===== config.mk =====
export PLATFORM = sky130hd
export DESIGN_NAME = indexed_linked_list_store_top
export DESIGN_NICKNAME = d
export VERILOG_FILES = /design/src/rtl/ills_pkg.sv /design/src/rtl/indexed_linked_list_store_top.sv
export SDC_FILE = /design/constraint.sdc
export NUM_CORES = 2
export LEC_CHECK = 0
export ABC_CLOCK_PERIOD_IN_PS = 4100
export BUFFER_PORTS_ARGS = -buffer_cell sky130_fd_sc_hd__buf_4
export CAP_MARGIN = 20
export CORE_AREA = 2 2 468 470
export DETAILED_ROUTE_END_ITERATION = 12
export DIE_AREA = 0 0 470 472
export PLACE_DENSITY_LB_ADDON = 0.15
export SETUP_SLACK_MARGIN = 0.4
export SLEW_MARGIN = 10
export SYNTH_ARGS = -nofsm -noshare
export SYNTH_HDL_FRONTEND = slang
export SYNTH_SLANG_ARGS = --single-unit

===== constraint.sdc =====
create_clock -name i_clk -period 4.1 [get_ports i_clk]
set_clock_uncertainty 0.05 [all_clocks]
set_input_delay 0.205 -clock i_clk [delete_from_list [all_inputs] [get_ports i_clk]]
set_output_delay 0.205 -clock i_clk [all_outputs]
set_load 0.05 [all_outputs]

===== src/rtl/ills_pkg.sv =====
// Shared types, codes and defaults for the indexed linked list store.
package ills_pkg;

    localparam int CAPACITY_DEF   = 64;
    localparam int VALUE_BITS_DEF = 32;

    localparam int CMD_W    = 3;
    localparam int POS_W    = 7;
    localparam int ITEM_W   = 32;
    localparam int STATUS_W = 2;
    localparam int COUNT_W  = 7;

    localparam logic [CMD_W-1:0] CMD_APPEND = 3'd0;
    localparam logic [CMD_W-1:0] CMD_INSERT = 3'd1;
    localparam logic [CMD_W-1:0] CMD_DELETE = 3'd2;
    localparam logic [CMD_W-1:0] CMD_DUMP   = 3'd3;
    localparam logic [CMD_W-1:0] CMD_CLEAR  = 3'd4;

    localparam logic [STATUS_W-1:0] ST_OK         = 2'd0;
    localparam logic [STATUS_W-1:0] ST_RANGE      = 2'd1;
    localparam logic [STATUS_W-1:0] ST_FULL       = 2'd2;
    localparam logic [STATUS_W-1:0] ST_EMPTY_DUMP = 2'd3;

    typedef struct packed {
        logic [CMD_W-1:0]         command;
        logic [POS_W-1:0]         position;
        logic signed [ITEM_W-1:0] item_value;
    } t_in_item;

    typedef struct packed {
        logic [STATUS_W-1:0]      status;
        logic signed [ITEM_W-1:0] read_value;
        logic                     last_of_run;
        logic [COUNT_W-1:0]       element_count;
    } t_out_item;

endpackage


===== src/rtl/indexed_linked_list_store_top.sv =====
// Linked list store: node value/link memories, free-slot stack, command sequencer.
// Append, head and tail insert: decide, alloc, resp states; clear and rejects: decide, resp.
// Mid-list insert walks one link per cycle, then links in the new node; delete walks, then unlinks.
// Dump: the first item follows a read of the head, then one per free output cycle.
// One command at a time; the input stalls until its last item enters the output register.
// Synchronous reset empties the list and marks every free-stack entry as holding its own slot.
module indexed_linked_list_store_top
    import ills_pkg::*;
#(
    parameter int CAPACITY   = CAPACITY_DEF,
    parameter int VALUE_BITS = VALUE_BITS_DEF
) (
    input  logic      i_clk,
    input  logic      i_rst_n,
    input  logic      i_in_valid,
    output logic      o_in_stall,
    input  t_in_item  i_in_item,
    output logic      o_out_valid,
    input  logic      i_out_stall,
    output t_out_item o_out_item
);

    localparam int IDX_W = $clog2(CAPACITY);
    localparam int CNT_W = $clog2(CAPACITY + 1);

    typedef enum logic [11:0] {
        S_IDLE       = 12'b0000_0000_0001,
        S_DECIDE     = 12'b0000_0000_0010,
        S_ALLOC      = 12'b0000_0000_0100,
        S_WALK       = 12'b0000_0000_1000,
        S_INS_A      = 12'b0000_0001_0000,
        S_INS_B      = 12'b0000_0010_0000,
        S_DEL_HEAD   = 12'b0000_0100_0000,
        S_DEL_RD     = 12'b0000_1000_0000,
        S_DEL_WR     = 12'b0001_0000_0000,
        S_DUMP_START = 12'b0010_0000_0000,
        S_DUMP       = 12'b0100_0000_0000,
        S_RESP       = 12'b1000_0000_0000
    } t_state;

    // memories
    logic signed [VALUE_BITS-1:0] r_val_mem [CAPACITY];
    logic [IDX_W-1:0]             r_link_mem [CAPACITY];
    logic [IDX_W-1:0]             r_free_mem [CAPACITY];

    logic signed [VALUE_BITS-1:0] r_val_q;
    logic [IDX_W-1:0]             r_link_q;
    logic [IDX_W-1:0]             r_free_q;
    logic                         r_free_hit;
    logic [IDX_W-1:0]             r_free_idx;

    t_state                  r_state, n_state;
    logic [CMD_W-1:0]        r_cmd, n_cmd;
    logic [POS_W-1:0]        r_pos, n_pos;
    logic signed [ITEM_W-1:0] r_val, n_val;
    logic [CNT_W-1:0]        r_free_top, n_free_top;
    logic [IDX_W-1:0]        r_head, n_head;
    logic [IDX_W-1:0]        r_tail, n_tail;
    logic [CNT_W-1:0]        r_len, n_len;
    logic [IDX_W-1:0]        r_slot, n_slot;
    logic [IDX_W-1:0]        r_prev, n_prev;
    logic [IDX_W-1:0]        r_victim, n_victim;
    logic [IDX_W-1:0]        r_cur, n_cur;
    logic                    r_from_q, n_from_q;
    logic [POS_W-1:0]        r_steps, n_steps;
    logic [CNT_W-1:0]        r_idx, n_idx;
    logic [STATUS_W-1:0]     r_status, n_status;
    logic [CAPACITY-1:0]     r_free_set, n_free_set;
    logic                    r_out_valid;
    t_out_item               r_out;

    logic                    rd_en;
    logic [IDX_W-1:0]        rd_addr;
    logic                    val_we;
    logic [IDX_W-1:0]        val_wa;
    logic signed [VALUE_BITS-1:0] val_wd;
    logic                    lk_we;
    logic [IDX_W-1:0]        lk_wa;
    logic [IDX_W-1:0]        lk_wd;
    logic                    fs_we;
    logic [IDX_W-1:0]        fs_wa;
    logic [IDX_W-1:0]        fs_rd_addr;
    logic                    emit_v;
    t_out_item               emit_item;

    logic                    out_free;
    logic                    in_accept;
    logic [POS_W-1:0]        len_pos;
    logic [IDX_W-1:0]        new_slot;
    logic [IDX_W-1:0]        walk_cur;
    logic [CNT_W-1:0]        idx_next;
    logic                    dump_last;

    assign out_free   = !r_out_valid || !i_out_stall;
    assign o_in_stall = (r_state != S_IDLE);
    assign in_accept  = i_in_valid && !o_in_stall;
    assign len_pos    = POS_W'(r_len);
    assign new_slot   = r_free_hit ? r_free_q : r_free_idx;
    assign walk_cur   = r_from_q ? r_link_q : r_cur;
    assign idx_next   = r_idx + CNT_W'(1);
    assign dump_last  = (idx_next == r_len);
    assign fs_rd_addr = IDX_W'(r_free_top - CNT_W'(1));

    assign o_out_valid = r_out_valid;
    assign o_out_item  = r_out;

    always_comb begin
        n_state    = r_state;
        n_cmd      = r_cmd;
        n_pos      = r_pos;
        n_val      = r_val;
        n_free_top = r_free_top;
        n_head     = r_head;
        n_tail     = r_tail;
        n_len      = r_len;
        n_slot     = r_slot;
        n_prev     = r_prev;
        n_victim   = r_victim;
        n_cur      = r_cur;
        n_from_q   = r_from_q;
        n_steps    = r_steps;
        n_idx      = r_idx;
        n_status   = r_status;
        n_free_set = r_free_set;
        rd_en      = 1'b0;
        rd_addr    = walk_cur;
        val_we     = 1'b0;
        val_wa     = new_slot;
        val_wd     = VALUE_BITS'(r_val);
        lk_we      = 1'b0;
        lk_wa      = new_slot;
        lk_wd      = r_head;
        fs_we      = 1'b0;
        fs_wa      = IDX_W'(r_free_top);
        emit_v     = 1'b0;
        emit_item  = '{status: r_status, read_value: '0, last_of_run: 1'b1,
                       element_count: COUNT_W'(r_len)};

        unique case (r_state)
            S_IDLE: begin
                if (in_accept) begin
                    n_cmd   = i_in_item.command;
                    n_pos   = i_in_item.position;
                    n_val   = i_in_item.item_value;
                    n_state = S_DECIDE;
                end
            end
            S_DECIDE: begin
                unique case (r_cmd) inside
                    CMD_APPEND, CMD_INSERT: begin
                        if (r_free_top == '0 || r_len >= CNT_W'(CAPACITY)) begin
                            n_status = ST_FULL;
                            n_state  = S_RESP;
                        end else if (r_cmd == CMD_APPEND) begin
                            n_pos   = len_pos;
                            n_state = S_ALLOC;
                        end else if (r_len != '0 && r_pos > len_pos) begin
                            n_status = ST_RANGE;
                            n_state  = S_RESP;
                        end else begin
                            n_state = S_ALLOC;
                        end
                    end
                    CMD_DELETE: begin
                        if (r_len == '0 || r_pos >= len_pos) begin
                            n_status = ST_RANGE;
                            n_state  = S_RESP;
                        end else begin
                            n_cur    = r_head;
                            n_from_q = 1'b0;
                            n_steps  = (r_pos == '0) ? '0 : r_pos - POS_W'(1);
                            n_state  = S_WALK;
                        end
                    end
                    CMD_DUMP: begin
                        if (r_len == '0) begin
                            n_status = ST_EMPTY_DUMP;
                            n_state  = S_RESP;
                        end else begin
                            n_state = S_DUMP_START;
                        end
                    end
                    CMD_CLEAR: begin
                        n_free_top = CNT_W'(CAPACITY);
                        n_free_set = '0;
                        n_head     = '0;
                        n_tail     = '0;
                        n_len      = '0;
                        n_status   = ST_OK;
                        n_state    = S_RESP;
                    end
                    default: begin
                        n_status = ST_RANGE;
                        n_state  = S_RESP;
                    end
                endcase
            end
            S_ALLOC: begin
                // pop the slot read from the free stack and store the value
                n_slot     = new_slot;
                val_we     = 1'b1;
                n_free_top = r_free_top - CNT_W'(1);
                n_status   = ST_OK;
                if (r_len == '0 || r_pos == '0) begin
                    lk_we  = 1'b1;
                    n_head = new_slot;
                    if (r_len == '0) begin
                        n_tail = new_slot;
                    end
                    n_len   = r_len + CNT_W'(1);
                    n_state = S_RESP;
                end else if (r_pos == len_pos) begin
                    lk_we   = 1'b1;
                    lk_wa   = r_tail;
                    lk_wd   = new_slot;
                    n_tail  = new_slot;
                    n_len   = r_len + CNT_W'(1);
                    n_state = S_RESP;
                end else begin
                    n_cur    = r_head;
                    n_from_q = 1'b0;
                    n_steps  = r_pos - POS_W'(1);
                    n_state  = S_WALK;
                end
            end
            S_WALK: begin
                // follow one link per cycle; the last read fetches the link of prev
                rd_en   = 1'b1;
                rd_addr = walk_cur;
                if (r_steps == '0) begin
                    n_prev = walk_cur;
                    if (r_cmd == CMD_DELETE) begin
                        n_state = (r_pos == '0) ? S_DEL_HEAD : S_DEL_RD;
                    end else begin
                        n_state = S_INS_A;
                    end
                end else begin
                    n_steps  = r_steps - POS_W'(1);
                    n_from_q = 1'b1;
                end
            end
            S_INS_A: begin
                lk_we   = 1'b1;
                lk_wa   = r_slot;
                lk_wd   = r_link_q;
                n_state = S_INS_B;
            end
            S_INS_B: begin
                lk_we   = 1'b1;
                lk_wa   = r_prev;
                lk_wd   = r_slot;
                n_len   = r_len + CNT_W'(1);
                n_state = S_RESP;
            end
            S_DEL_HEAD: begin
                n_head     = r_link_q;
                fs_we      = 1'b1;
                n_free_set[IDX_W'(r_free_top)] = 1'b1;
                n_free_top = r_free_top + CNT_W'(1);
                n_len      = r_len - CNT_W'(1);
                n_victim   = r_prev;
                n_status   = ST_OK;
                n_state    = S_RESP;
            end
            S_DEL_RD: begin
                n_victim = r_link_q;
                rd_en    = 1'b1;
                rd_addr  = r_link_q;
                n_state  = S_DEL_WR;
            end
            S_DEL_WR: begin
                lk_we      = 1'b1;
                lk_wa      = r_prev;
                lk_wd      = r_link_q;
                if (r_pos == POS_W'(r_len - CNT_W'(1))) begin
                    n_tail = r_prev;
                end
                fs_we      = 1'b1;
                n_free_set[IDX_W'(r_free_top)] = 1'b1;
                n_free_top = r_free_top + CNT_W'(1);
                n_len      = r_len - CNT_W'(1);
                n_status   = ST_OK;
                n_state    = S_RESP;
            end
            S_DUMP_START: begin
                rd_en   = 1'b1;
                rd_addr = r_head;
                n_idx   = '0;
                n_state = S_DUMP;
            end
            S_DUMP: begin
                // hold the read data while the output is stalled
                if (out_free) begin
                    emit_v    = 1'b1;
                    emit_item = '{status: ST_OK, read_value: ITEM_W'(r_val_q),
                                  last_of_run: dump_last,
                                  element_count: COUNT_W'(r_len)};
                    if (dump_last) begin
                        n_state = S_IDLE;
                    end else begin
                        rd_en   = 1'b1;
                        rd_addr = r_link_q;
                        n_idx   = idx_next;
                    end
                end
            end
            S_RESP: begin
                if (out_free) begin
                    emit_v  = 1'b1;
                    n_state = S_IDLE;
                end
            end
            default: begin
                n_state = S_IDLE;
            end
        endcase
    end

    always_ff @(posedge i_clk) begin
        if (!i_rst_n) begin
            r_state     <= S_IDLE;
            r_free_top  <= CNT_W'(CAPACITY);
            r_head      <= '0;
            r_tail      <= '0;
            r_len       <= '0;
            r_free_set  <= '0;
            r_out_valid <= 1'b0;
        end else begin
            r_state    <= n_state;
            r_free_top <= n_free_top;
            r_head     <= n_head;
            r_tail     <= n_tail;
            r_len      <= n_len;
            r_free_set <= n_free_set;
            if (out_free) begin
                r_out_valid <= emit_v;
            end
        end
    end

    always_ff @(posedge i_clk) begin
        r_cmd    <= n_cmd;
        r_pos    <= n_pos;
        r_val    <= n_val;
        r_slot   <= n_slot;
        r_prev   <= n_prev;
        r_victim <= n_victim;
        r_cur    <= n_cur;
        r_from_q <= n_from_q;
        r_steps  <= n_steps;
        r_idx    <= n_idx;
        r_status <= n_status;
        if (out_free && emit_v) begin
            r_out <= emit_item;
        end
    end

    // node memories: one write and one registered read per cycle each
    always_ff @(posedge i_clk) begin
        if (val_we) begin
            r_val_mem[val_wa] <= val_wd;
        end
        if (rd_en) begin
            r_val_q <= r_val_mem[rd_addr];
        end
    end

    always_ff @(posedge i_clk) begin
        if (lk_we) begin
            r_link_mem[lk_wa] <= lk_wd;
        end
        if (rd_en) begin
            r_link_q <= r_link_mem[rd_addr];
        end
    end

    // free-slot stack: an entry never written since clear reads as its own index
    always_ff @(posedge i_clk) begin
        if (fs_we) begin
            r_free_mem[fs_wa] <= n_victim;
        end
        r_free_q   <= r_free_mem[fs_rd_addr];
        r_free_hit <= r_free_set[fs_rd_addr];
        r_free_idx <= fs_rd_addr;
    end

endmodule


==> flow_summary.ini <==
[run_status]
status = complete, no violations

[route]
drc = 0
vias = 76200
final_antenna_net_count = 0
vias_per_cell = 6.48
drtPass1Iterations = 6
drt-total-wl_mm = 357
dr.first_iter.drc_count = 11100
wl_per_cell_um = 30.4

[place]
dp.cells = 10900
dp_hpwl_mm = 195
place_ws_ns = -0.424
gp_congestion = 0.869
place_area_um2 = 130000
io_buffers = 89

[logic_synthesis]
syn_inst = 7758
syn_area_um2 = 121000
synth_edf_count = 2973
syn_avg_cell_area_um2 = 15.6
yosys_register_bits = 3095
yosysUniqueCellTypes = 76
ys_seq_area_share_pct = 75.9
async_flop_share_pct = 0
synth-main-ff-cell = edfxtp_1
yosys_warnings = 0
synth_fp_nets = 7819

[critical_path]
endpoint_kind = flip-flop
cp_cell_sequence = ha_4 -> xnor2_2 -> nand3_2 -> nor4bb_4 -> buf_6 -> buf_6 -> a311oi_4 -> buf_12 -> a21o_4 -> buf_12 -> buf_12 -> buf_8 -> buf_12 -> mux2i_2 -> a32oi_1 -> and3_1 -> a31oi_1 -> buf_4 -> nand4_1
slowest_stage = edfxtp_1
r2r_start = r_idx[1]$_SDFFCE_PP0P_
reg2reg_depth = 19
r2r_slack_ns = 0.09
critPathMaxStageDelay_ns = 0.45
start_kind = flip-flop
crit_top_cell = buf_12
required_ns = 4.74
worstPathMaxFanout = 7
worstPathArrival_ns = 4.65
crit_type = reg2reg
r2r_end = r_val_q[13]$_DFFE_PP_

[floorplan]
die_h_um = 472
rows = 171
io_pins = 90
core-area_um2 = 217000
die_x_um = 470
dieArea_um2 = 222000
initial_core_util_pct = 55.8

[grt]
grt_pass1_wl_mm = 503
grt_pass1_vias = 73600
grt_usage_pct = 31.1
grt_overflow = 0
antenna_found_initial = 12
grt_max_degree = 97

[sta]
final.period_utilization_pct = 97.8
worstMarginPinSlew_ns = 0.907
max_freq_mhz = 249
layout_setup_ws_ns = 0.0896
fin_setup_tns_ns = 0
period_needed_ns = 4.01
setup_viol = 0
maxSlewHeadroom_pct = 39.4
finalHoldViolCount = 0
finalMaxSlewViolations = 0
timing.hold.ws_ns = 0.0654
rsz0062_at_grt = yes

[cells_and_area]
area_delta_synth_final_pct = 21.7
num-fill-cells = 14200
final_cells = 11800
fin_nets = 8726
postLayoutCellArea_um2 = 147000
post-route-util_pct = 67.9
drive_above_1_share_pct = 20.5

[power]
power.leakage_nw = 49.6
cellPowerDensity_nw_per_um2 = 488
vdd_drop_max_v = 0.000563
finalPower_mw = 71.7

[clock_tree]
cts_buffers = 323
clk-insertion-delay-late_ns = 0.96
cts_tree = built
h-tree-depth = 5
clockRootBuffer = clkbuf_16
clock_sinks = 3095
clockBufferDepth = 4
clk_pin_slew_ns = 0.06

[hold_path]
hold_start = i_in_item[35]
whs_path_depth = 4
hold_path.class = in2reg
holdPathEnd = r_pos[3]$_DFFE_PP_

[run]
cap_viol_max_count = 0
[worst max path at each step]
stage,startpoint,to,slack (ns),depth (start not counted)
floorplan,r_state[11]$_SDFFE_PN0P_,r_val_mem[40][0]$_DFFE_PP_,-0.04,9
global route,r_idx[1]$_SDFFCE_PP0P_,r_val_q[13]$_DFFE_PP_,0.002,19
global placement,r_idx[0]$_SDFFCE_PP0P_,r_val_q[31]$_DFFE_PP_,-0.43,13
finish,r_idx[1]$_SDFFCE_PP0P_,r_val_q[13]$_DFFE_PP_,0.09,19
detailed placement,r_idx[0]$_SDFFCE_PP0P_,r_val_q[31]$_DFFE_PP_,-0.42,13
CTS,r_idx[0]$_SDFFCE_PP0P_,r_val_q[27]$_DFFE_PP_,0.22,18
[logic make-up after synthesis]
group,share of synthesized area [%]
buffers and inverters,2.02
multiplexers,6.80
XOR/XNOR,0.288
AND/OR/NAND/NOR,8.66
adder cells (fa/ha/maj),0.155
AO/OA/AOI/OAI,6.18
flip-flops,75.9
[cells in the final DEF (no fill, tap or decap), drive strengths merged, types with 12 or more instances in the layout]
master,instances
a31oi,138
clkbuf,422
xnor2,24
ha,15
a211oi,17
nand4,105
bufbuf,13
a21oi,111
a32oi,554
buf,963
bufinv,26
nor3,27
o21ai,26
and2,44
nand3,159
edfxtp,2973
and3,152
nand2,1526
clkinv,122
mux4,112
inv,38
mux2i,560
a311oi,32
dlygate4sd3,81
dfxtp,122
nor2b,12
nor2,365
[critical path, delay by kind of cell, from the launching register on]
kind	cells	cell delay [ns]
buf+inv	8	1.18
simple gates	4	0.76
compound gates	4	0.63
flops	1	0.45
fa+ha+maj	1	0.29
mux	1	0.23
xor+xnor	1	0.16
[report_power, final]
part           switching (mW)  internal [mW]
clock                    11.8           16.3
sequential              0.121           35.8
combinational            4.91           2.82
[state kept, by name, summed over array words and instances (netlist names), 7 cells and up]
| signal | count |
|---|---|
| o_out_item | 42 |
| r_val | 32 |
| r_val_q | 32 |
| r_pos | 7 |
| r_state | 12 |
| len_pos | 7 |
| r_link_mem | 384 |
| r_idx | 7 |
| r_steps | 7 |
| r_free_mem | 384 |
| r_val_mem | 2048 |
| r_free_top | 7 |
| r_free_set | 64 |
[Yosys cell counts (10+ instances only)]
cell type  number  area, µm²
clkbuf_1      235        882
buf_4          62        465
and2_1         44        275
a311oi_1       28        245
nand4_1       104        651
inv_1          34        128
nand3_1       159        796
a32oi_1       554       4850
nor2b_1        12       75.1
a22oi_1        11       82.6
nor3_1         27        135
buf_1          45        169
xnor2_1        24        210
buf_2         143        716
edfxtp_1     2973      89300
a211oi_1       17        128
o21ai_0        26        130
and3_1        152        951
a31oi_1       138        863
a221o_1        10        100
mux2i_1       560       5610
ha_1           15        188
nor2_1        361       1360
dfxtp_1       122       2440
mux4_2        112       2520
and4_1         11       96.3
nand2_1      1526       5730
a21oi_1       110        551
[final cells by class]
class	count	area (µm²)	area share (%)
Tap cell	2854	3570	2.43
Clock buffer	405	8540	5.80
Sequential cell	3095	91700	62.4
Multi-Input combinational cell	4133	28800	19.6
Clock inverter	151	1360	0.927
Antenna cell	5	12.5	0.00851
Inverter	38	143	0.0970
Timing Repair Buffer	1074	12900	8.80
[per-layer routing]
metal | track usage, % | vias up | routed length [µm]
li1 | - | 32000 | -
met1 | 44.6 | 38600 | 137000
met2 | 48.3 | 4801 | 166000
met3 | 5.46 | 706 | 40700
met4 | 11.2 | 2 | 13100
met5 | 0 | - | 12
[repair_timing]
item                                    CTS  global route
gates resized for setup                 314           156
endpoints found under the hold margin   183             0
cloned                                   51            18
endpoints found under the setup margin  201           923
pin swaps                                86            90
hold buffers                             81             0
setup buffers                           108            65
Note: power is estimated with default switching activity, not from simulation.
